==> config.mk <==
export PLATFORM = sky130hd
export DESIGN_NAME = vga_crtc_extension_register_front_end_top
export DESIGN_NICKNAME = d
export VERILOG_FILES = /design/src/sv/vcerf_pkg.sv /design/src/sv/vga_crtc_extension_register_front_end_top.sv /design/src/sv/vcerf_ram.sv /design/src/sv/vcerf_decode.sv
export SDC_FILE = /design/constraint.sdc
export NUM_CORES = 2
export LEC_CHECK = 0
export ABC_CLOCK_PERIOD_IN_PS = 9900
export BUFFER_PORTS_ARGS = -buffer_cell sky130_fd_sc_hd__buf_2
export CORE_UTILIZATION = 57
export DETAILED_ROUTE_END_ITERATION = 10
export HOLD_SLACK_MARGIN = 0.12
export PLACE_DENSITY = 0.73
export SKIP_LAST_GASP = 1
export SLEW_MARGIN = 20
export SYNTH_ARGS = -nofsm -noshare
export SYNTH_HDL_FRONTEND = slang
export SYNTH_SLANG_ARGS = --single-unit
==> constraint.sdc <==
create_clock -name aclk -period 9.9 [get_ports aclk]
set_input_delay 0.495 -clock aclk [delete_from_list [all_inputs] [get_ports aclk]]
set_output_delay 0.495 -clock aclk [all_outputs]
set_load 0.01 [all_outputs]
==> src/sv/vcerf_pkg.sv <==
// Shared types, constants and helper functions of the CRTC and extension register front end.
package vcerf_pkg;

    localparam int EXT_REG_COUNT  = 128;
    localparam int EXT_IDX_W      = $clog2(EXT_REG_COUNT);
    localparam int CRTC_REG_COUNT = 25;
    localparam int CRTC_IDX_W     = 6;
    localparam int CRTC_ADDR_W    = $clog2(CRTC_REG_COUNT);

    localparam logic CMD_READ  = 1'b0;
    localparam logic CMD_WRITE = 1'b1;

    localparam logic [15:0] PORT_SLEEP_ADDR     = 16'h0102;
    localparam logic [15:0] PORT_EXT_EN_ADDR    = 16'h0103;
    localparam logic [15:0] PORT_ID_ADDR        = 16'h0104;
    localparam logic [15:0] PORT_CRTC_IDX_ADDR  = 16'h03D4;
    localparam logic [15:0] PORT_CRTC_DATA_ADDR = 16'h03D5;
    localparam logic [15:0] PORT_EXT_IDX_ADDR   = 16'h03D6;
    localparam logic [15:0] PORT_EXT_DATA_ADDR  = 16'h03D7;
    localparam logic [15:0] PORT_SETUP_ADDR     = 16'h46E8;

    localparam logic [14:0] EXT_COLOUR_PAIR = 15'h01EB;  // 3D6/3D7
    localparam logic [14:0] EXT_MONO_PAIR   = 15'h01DB;  // 3B6/3B7
    localparam logic [11:0] COLOUR_BLOCK    = 12'h03D;
    localparam logic [11:0] MONO_BLOCK      = 12'h03B;
    localparam logic [7:0]  IO_3XX_PAGE     = 8'h03;
    localparam logic [15:0] REMAP_XOR       = 16'h0060;

    localparam logic [7:0] GLOBAL_ID     = 8'hA5;
    localparam logic [7:0] GATED_READ    = 8'hFF;
    localparam logic [7:0] CR07_WP_MASK  = 8'h10;

    localparam logic [CRTC_ADDR_W-1:0] CR_OVERFLOW    = CRTC_ADDR_W'(7);
    localparam logic [CRTC_ADDR_W-1:0] CR_VRETR_END   = CRTC_ADDR_W'(17);
    localparam logic [CRTC_IDX_W-1:0]  CR_CURSOR_LO   = CRTC_IDX_W'(14);
    localparam logic [CRTC_IDX_W-1:0]  CR_VRETR_START = CRTC_IDX_W'(16);
    localparam logic [EXT_IDX_W-1:0]   XR_PROTECT     = EXT_IDX_W'(21);

    typedef enum logic [3:0] {
        PK_SLEEP,
        PK_EXT_ENABLE,
        PK_GLOBAL_ID,
        PK_CRTC_INDEX,
        PK_CRTC_DATA,
        PK_EXT_INDEX,
        PK_EXT_DATA,
        PK_SETUP,
        PK_FORWARD,
        PK_GATED
    } port_kind_t;

    typedef struct packed {
        port_kind_t  kind;
        logic [15:0] addr;
    } decode_t;

    function automatic logic [7:0] ext_reset_value(input logic [EXT_IDX_W-1:0] idx);
        logic [7:0] v;
        unique case (idx)
            EXT_IDX_W'(0):  v = 8'h04;
            EXT_IDX_W'(1):  v = 8'h5A;
            EXT_IDX_W'(40): v = 8'h02;
            default:        v = 8'h00;
        endcase
        return v;
    endfunction

endpackage

==> src/sv/vga_crtc_extension_register_front_end_top.sv <==
// Top level of the CRTC and extension register front end.
//
// Usage:
//   Input channel s_*: one I/O request (s_command, s_port_address, s_write_data)
//   per valid/ready handshake. Result channel m_*: one result per request, in
//   order (m_read_data, m_forwarded, m_forward_address, m_timing_changed).
//   Configuration channel cfg_*: writes color_mode; cfg_ready is always high.
//   An accepted request enters the input register, then the result register.
//   Throughput: one request per cycle while m_ready is high; each request
//   is served in one pass of decode and register logic between the input
//   and result registers. Extension registers live in a 128-entry RAM with
//   registered read data read at the next extension index, and a bypass
//   for a write in the cycle before. Reset (aresetn low, synchronous) returns
//   all but the request, result data and bypass data registers to their
//   reset values at once; extension entries not yet written read their reset
//   value through per-entry valid bits, so no clearing pass is needed.
//   Receiver stall: the result is held while m_ready is low; one further
//   request is then taken into the input register and s_ready drops.
module vga_crtc_extension_register_front_end_top
    import vcerf_pkg::*;
(
    input  logic        aclk,
    input  logic        aresetn,
    input  logic        s_valid,
    output logic        s_ready,
    input  logic        s_command,
    input  logic [15:0] s_port_address,
    input  logic [7:0]  s_write_data,
    output logic        m_valid,
    input  logic        m_ready,
    output logic [7:0]  m_read_data,
    output logic        m_forwarded,
    output logic [15:0] m_forward_address,
    output logic        m_timing_changed,
    input  logic        cfg_valid,
    output logic        cfg_ready,
    input  logic        cfg_color_mode
);

    logic                   in_valid_reg;
    logic                   cmd_reg;
    logic [15:0]            addr_reg;
    logic [7:0]             wdata_reg;

    logic                   m_valid_reg;
    logic [7:0]             rd_reg, rd_next;
    logic                   fwd_reg, fwd_next;
    logic [15:0]            faddr_reg, faddr_next;
    logic                   timing_reg, timing_next;

    logic                   color_mode_reg;
    logic [7:0]             setup_reg, setup_next;
    logic [7:0]             sleep_reg, sleep_next;
    logic [7:0]             ext_en_reg, ext_en_next;
    logic [CRTC_IDX_W-1:0]  crtc_index_reg, crtc_index_next;
    logic [7:0]             crtc_regs_reg [CRTC_REG_COUNT];
    logic                   crtc_we;
    logic [7:0]             crtc_wdata;
    logic [EXT_IDX_W-1:0]   ext_index_reg, ext_index_next;
    logic [EXT_REG_COUNT-1:0] ext_valid_reg;
    logic                   xr_prot_reg, xr_prot_next;
    logic                   bypass_valid_reg;
    logic [7:0]             bypass_data_reg;

    logic                   ram_we;
    logic [7:0]             ram_rdata;
    logic [7:0]             ext_rd;

    logic                   advance;
    logic                   is_write;
    logic                   wp;
    logic [7:0]             crtc_old;
    logic [7:0]             rd;
    decode_t                dec;

    assign advance   = in_valid_reg && (!m_valid_reg || m_ready);
    assign s_ready   = !in_valid_reg || advance;
    assign cfg_ready = 1'b1;
    assign is_write  = (cmd_reg == CMD_WRITE);

    vcerf_decode u_decode (
        .port_address (addr_reg),
        .chip_enable  (setup_reg[3]),
        .ext_remap_en (ext_en_reg[6]),
        .color_mode   (color_mode_reg),
        .dec          (dec)
    );

    vcerf_ram #(
        .WIDTH (8),
        .DEPTH (EXT_REG_COUNT)
    ) u_ext_ram (
        .aclk  (aclk),
        .we    (ram_we),
        .waddr (ext_index_reg),
        .wdata (wdata_reg),
        .raddr (ext_index_next),
        .rdata (ram_rdata)
    );

    always_comb begin
        if (bypass_valid_reg) begin
            ext_rd = bypass_data_reg;
        end else if (ext_valid_reg[ext_index_reg]) begin
            ext_rd = ram_rdata;
        end else begin
            ext_rd = ext_reset_value(ext_index_reg);
        end
    end

    assign wp       = crtc_regs_reg[CR_VRETR_END][7] || xr_prot_reg;
    assign crtc_old = crtc_regs_reg[crtc_index_reg[CRTC_ADDR_W-1:0]];

    always_comb begin
        rd              = GATED_READ;
        fwd_next        = 1'b0;
        faddr_next      = 16'h0000;
        timing_next     = 1'b0;
        setup_next      = setup_reg;
        sleep_next      = sleep_reg;
        ext_en_next     = ext_en_reg;
        crtc_index_next = crtc_index_reg;
        ext_index_next  = ext_index_reg;
        xr_prot_next    = xr_prot_reg;
        crtc_we         = 1'b0;
        crtc_wdata      = wdata_reg;
        ram_we          = 1'b0;
        if (advance) begin
            unique case (dec.kind)
                PK_SLEEP: begin
                    if (is_write) sleep_next = wdata_reg;
                    else rd = sleep_reg;
                end
                PK_EXT_ENABLE: begin
                    if (setup_reg[4]) begin
                        if (is_write) ext_en_next = wdata_reg;
                        else rd = ext_en_reg;
                    end
                end
                PK_GLOBAL_ID: begin
                    if (!is_write) rd = GLOBAL_ID;
                end
                PK_CRTC_INDEX: begin
                    if (is_write) crtc_index_next = wdata_reg[CRTC_IDX_W-1:0];
                    else rd = {2'b00, crtc_index_reg};
                end
                PK_CRTC_DATA: begin
                    if (crtc_index_reg < CRTC_IDX_W'(CRTC_REG_COUNT)) begin
                        if (!is_write) begin
                            rd = crtc_old;
                        end else if (!(wp && crtc_index_reg < CRTC_IDX_W'(CR_OVERFLOW))) begin
                            if (wp && crtc_index_reg[CRTC_ADDR_W-1:0] == CR_OVERFLOW) begin
                                crtc_wdata = (crtc_old & ~CR07_WP_MASK)
                                           | (wdata_reg & CR07_WP_MASK);
                            end
                            crtc_we = 1'b1;
                            timing_next = (crtc_old != crtc_wdata)
                                       && (crtc_index_reg < CR_CURSOR_LO
                                           || crtc_index_reg > CR_VRETR_START);
                        end
                    end
                end
                PK_EXT_INDEX: begin
                    if (ext_en_reg[7]) begin
                        if (is_write) ext_index_next = wdata_reg[EXT_IDX_W-1:0];
                        else rd = {1'b0, ext_index_reg};
                    end
                end
                PK_EXT_DATA: begin
                    if (ext_en_reg[7]) begin
                        if (is_write) begin
                            ram_we = 1'b1;
                            if (ext_index_reg == XR_PROTECT) xr_prot_next = wdata_reg[6];
                        end else begin
                            rd = ext_rd;
                        end
                    end
                end
                PK_SETUP: begin
                    if (is_write) setup_next = wdata_reg;
                end
                PK_FORWARD: begin
                    fwd_next   = 1'b1;
                    faddr_next = dec.addr;
                end
                PK_GATED: begin
                end
                default: begin
                end
            endcase
        end
        rd_next = is_write ? 8'h00 : rd;
    end

    always_ff @(posedge aclk) begin
        if (!aresetn) begin
            in_valid_reg     <= 1'b0;
            m_valid_reg      <= 1'b0;
            color_mode_reg   <= 1'b0;
            setup_reg        <= 8'h00;
            sleep_reg        <= 8'h00;
            ext_en_reg       <= 8'h00;
            crtc_index_reg   <= '0;
            ext_index_reg    <= '0;
            ext_valid_reg    <= '0;
            xr_prot_reg      <= 1'b0;
            bypass_valid_reg <= 1'b0;
            for (int i = 0; i < CRTC_REG_COUNT; i++) begin
                crtc_regs_reg[i] <= 8'h00;
            end
        end else begin
            if (s_ready) begin
                in_valid_reg <= s_valid;
            end
            if (advance) begin
                m_valid_reg <= 1'b1;
            end else if (m_ready) begin
                m_valid_reg <= 1'b0;
            end
            if (cfg_valid) begin
                color_mode_reg <= cfg_color_mode;
            end
            setup_reg        <= setup_next;
            sleep_reg        <= sleep_next;
            ext_en_reg       <= ext_en_next;
            crtc_index_reg   <= crtc_index_next;
            ext_index_reg    <= ext_index_next;
            xr_prot_reg      <= xr_prot_next;
            bypass_valid_reg <= ram_we;
            if (ram_we) begin
                ext_valid_reg[ext_index_reg] <= 1'b1;
            end
            if (crtc_we) begin
                crtc_regs_reg[crtc_index_reg[CRTC_ADDR_W-1:0]] <= crtc_wdata;
            end
        end
    end

    always_ff @(posedge aclk) begin
        if (s_valid && s_ready) begin
            cmd_reg   <= s_command;
            addr_reg  <= s_port_address;
            wdata_reg <= s_write_data;
        end
        if (advance) begin
            rd_reg     <= rd_next;
            fwd_reg    <= fwd_next;
            faddr_reg  <= faddr_next;
            timing_reg <= timing_next;
        end
        if (ram_we) begin
            bypass_data_reg <= wdata_reg;
        end
    end

    assign m_valid           = m_valid_reg;
    assign m_read_data       = rd_reg;
    assign m_forwarded       = fwd_reg;
    assign m_forward_address = faddr_reg;
    assign m_timing_changed  = timing_reg;

    a_no_fwd_and_timing: assert property (@(posedge aclk) disable iff (!aresetn)
        m_valid |-> !(m_forwarded && m_timing_changed))
        else $error("forwarded request reports a timing change");

    a_fwd_addr_zero: assert property (@(posedge aclk) disable iff (!aresetn)
        m_valid && !m_forwarded |-> m_forward_address == 16'h0000)
        else $error("forward address set on a served request");

    a_timing_on_write: assert property (@(posedge aclk) disable iff (!aresetn)
        m_valid && m_timing_changed |-> m_read_data == 8'h00)
        else $error("timing change reported with read data");

    a_index_hold: assert property (@(posedge aclk) disable iff (!aresetn)
        !advance |=> $stable(crtc_index_reg) && $stable(ext_index_reg))
        else $error("register index moved without a request");

    a_ready_when_empty: assert property (@(posedge aclk) disable iff (!aresetn)
        !m_valid_reg |-> s_ready)
        else $error("input stalled with the result register empty");

endmodule

==> src/sv/vcerf_ram.sv <==
// Generic single-write, single-read RAM with registered read data.
module vcerf_ram #(
    parameter int WIDTH = 8,
    parameter int DEPTH = 128
) (
    input  logic                     aclk,
    input  logic                     we,
    input  logic [$clog2(DEPTH)-1:0] waddr,
    input  logic [WIDTH-1:0]         wdata,
    input  logic [$clog2(DEPTH)-1:0] raddr,
    output logic [WIDTH-1:0]         rdata
);

    logic [WIDTH-1:0] mem [DEPTH];
    logic [WIDTH-1:0] rdata_reg;

    always_ff @(posedge aclk) begin
        if (we) begin
            mem[waddr] <= wdata;
        end
        rdata_reg <= mem[raddr];
    end

    assign rdata = rdata_reg;

endmodule

==> src/sv/vcerf_decode.sv <==
// Port gating, mono/colour and extension remapping, and served-port decode.
module vcerf_decode
    import vcerf_pkg::*;
(
    input  logic [15:0] port_address,
    input  logic        chip_enable,
    input  logic        ext_remap_en,
    input  logic        color_mode,
    output decode_t     dec
);

    logic [15:0] addr;

    always_comb begin
        addr = port_address;
        if (port_address[15:1] == EXT_COLOUR_PAIR || port_address[15:1] == EXT_MONO_PAIR) begin
            if (ext_remap_en) begin
                addr = port_address ^ REMAP_XOR;
            end
        end else if ((port_address[15:4] == COLOUR_BLOCK || port_address[15:4] == MONO_BLOCK)
                     && !color_mode) begin
            addr = port_address ^ REMAP_XOR;
        end
    end

    always_comb begin
        dec.addr = addr;
        if (!chip_enable && port_address[15:8] == IO_3XX_PAGE) begin
            dec.kind = PK_GATED;
        end else begin
            unique case (addr)
                PORT_SLEEP_ADDR:     dec.kind = PK_SLEEP;
                PORT_EXT_EN_ADDR:    dec.kind = PK_EXT_ENABLE;
                PORT_ID_ADDR:        dec.kind = PK_GLOBAL_ID;
                PORT_CRTC_IDX_ADDR:  dec.kind = PK_CRTC_INDEX;
                PORT_CRTC_DATA_ADDR: dec.kind = PK_CRTC_DATA;
                PORT_EXT_IDX_ADDR:   dec.kind = PK_EXT_INDEX;
                PORT_EXT_DATA_ADDR:  dec.kind = PK_EXT_DATA;
                PORT_SETUP_ADDR:     dec.kind = PK_SETUP;
                default:             dec.kind = PK_FORWARD;
            endcase
        end
    end

endmodule
==> impl_results.md <==
- H-tree depth: 4
- Setup CP Type: register to register
- Post_cts resized: 0
- Max reg flops: 1024
- Worst-margin pin slew: 1.20 ns
- Synth Cell Area: 61400 um2
- CTS sink count: 1516
- Lkg Pwr: 23.4 nW
- Area share of the largest cell type after synthesis: 65.5%
- Placed cells: 6041
- HP Class: input pin to register
- Layout cell share with drive strength beyond 1: 9.86%
- Final Skew: 0.0329 ns
- WP buf/inv: 1
- Non-filler cells, final: 6351
- CP peak stage delay: 0.81 ns
- Die ar.: 109000 um2
- CP cell instances: or4b_1 > nor3_4 > o2111a_4 > o311a_1 > or2_4 > buf_12 > nand2_1 > nand3_1 > a21oi_1 > o21ai_0 > o211ai_1 > a221oi_2
- Top post-synthesis cells by area: edfxtp_1, nand2_1, dfxtp_1
- Ys Warns: 0
- Final hold vios: 0
- Starting Density: 57.4%
- Vias in the first global route: 38558
- Peak Freq: 176 MHz
- # rows: 120
- Vias: 40387
- Worst EP arrival: 6.35 ns
- Routed WL: 167 mm
- Synth-to-Final Area Change: 11.2%
- Top layer in use: met5
- Slew HR: 19.2%
- Setup total negative slack: 0 ns
- TritonCTS clock tree: done
- Total GRT Usage: 30.7%
- Post-synth ARST share: 0%
- Fin area: 68300 um2
- Post-synthesis register bit count: 1516
- Clock Latency Late Sink: 0.78 ns
- Worst hold margin: 0.318 ns
- Largest net degree at the start of global routing: 179
- Die height: 330 um
- Drt pass-1 iters: 7
- Clock root cell: clkbuf_16
- Final min period: 5.69 ns
- Core region area: 107000 um2
- RSZ-0062 raised after global routing: no
- WL met2: 79.4 mm
- First-pass GRT wire length: 246 mm
- Most numerous cell in the Yosys netlist: edfxtp_1
- Fin crit share: 57.4%
- Worst path slowest cell: o21ai_0
- Hpwl dp: 97.3 mm
- Drt wl/cell: 26.3 um
- Sequential share of the synthesized area: 71.2%
- CTS buffer count: 151
- Initial antenna violation count: 1
- Final setup vio count: 0
- P per Cell Area: 191 nW/um2
- Post-synth EDFFs: 1339
- Metal-1 WL: 61.3 mm
- I/O pins: 60
- Syn_area_per_cell: 12.9 um2
- Top cell type by total area after synthesis: edfxtp_1
- Outcome: finished, final reports clean
- Post-route ant nets: 0
- Critical Path RT: 10.57 ns
- Overall power: 13.0 mW
- Peak supply drop: 0.163 mV
- ANT cells: 0
- PortBufs: 58
- Crit path capture type: register
- Fill count: 7725
- Post-Synthesis Cells: 4765
- Detailed router's first-iteration violation count: 5720
- Overflow after GRT: 0
- Top_reg_cell synth: edfxtp_1
- Max FO, Critical Path: 135
- Number of max-cap violations: 0
- Vias per Instance: 6.36
- Synth cell count leaders: edfxtp_1, nand2_1, nand3_1
- Area post-placement: 63000 um2
- Met3 WL: 17.4 mm
- Nets: 4853
- Placer congestion estimate: 0.923
- Die W: 330 um
- CP top delay family: compound AO/OA/AOI/OAI gates
- Clock transition at path regs: 0.06 ns
- Pins Over Slew Limit: 0
- Buffer depth of the longest clock path: 3
- # DRC: 0
- Unique masters post-synth: 86
- Crit path launch type: register
power by group:
part | leakage [nW] | internal (mW) | switching [mW]
Sequential | 13.7 | 7.01 | 0.0242
Combinational | 7.19 | 0.0527 | 0.173
Clock | 2.45 | 3.38 | 2.40
metal layers:
metal / vias up / track usage (%)
li1: 17503 / -
met1: 19849 / 41.2
met2: 2522 / 48.5
met3: 511 / 5.18
met4: 2 / 15.8
met5: - / 0
cells in the final DEF, fill, tap and decap left out, types with 23 or more instances in the layout:
cell and n:
nand2_1 1066, mux2i_1 73, a22oi_1 71, nor2_1 353, mux4_2 84, conb_1 57, nor3_1 36, a31oi_1 33
o21ai_0 64, clkbuf_1 42, edfxtp_1 1339, inv_1 25, nor2b_1 25, clkbuf_16 160, a21oi_1 104, o21a_1 130
buf_2 57, dlygate4sd3_1 30, nand4_1 37, nand3_1 563, clkinv_1 23, dfxtp_1 175, buf_4 67
area by class of cell:
type	count	area (um2)	area share, %
multi-input cells	2964	16400	24.0
repair buffers	164	1270	1.87
well taps	1403	1760	2.57
clock inverters	66	696	1.02
clock buffers	213	4310	6.31
inverters	25	93.8	0.137
flip-flops and latches	1516	43800	64.1
worst paths after layout:
path	startpoint	end	slack [ns]	depth (start not counted)
max reg2reg	addr_reg[10]	u_ext_ram.rdata[6]	4.21	12
max	addr_reg[10]	u_ext_ram.rdata[6]	4.21	12
min reg2reg	ext_valid_reg[80]	ext_valid_reg[80]	0.47	1
min	aresetn	crtc_index_reg[2]	0.32	2
logic make-up after synthesis:
group	synth area share [%]
compound gates	5.90
mux	4.51
other cells	0.0122
xor+xnor	0.128
simple gates	15.6
buf+inv	2.58
flops	71.2
per-stage QoR:
step | util, % | setup slack, ns
floorplan | - | 6.00
global placement | 58.9 | 4.49
detailed placement | 58.9 | 4.43
CTS | 63.9 | 4.44
global route | 63.9 | 4.16
finish | 63.9 | 4.21
worst reg2reg max path, delay by kind of cell (launching register included):
kind                   cells  cell delay (ns)
AOI/OAI and AO/OA          6             2.64
and+or+nand+nor            5             2.11
buffers and inverters      1             0.44
DFF                        1             0.41
repair_timing:
action,in CTS,in global routing
buffers inserted,0,0
hold endpoints to repair,28,0
hold buffers,30,0
No activity file was read; power rests on OpenSTA's default activity.
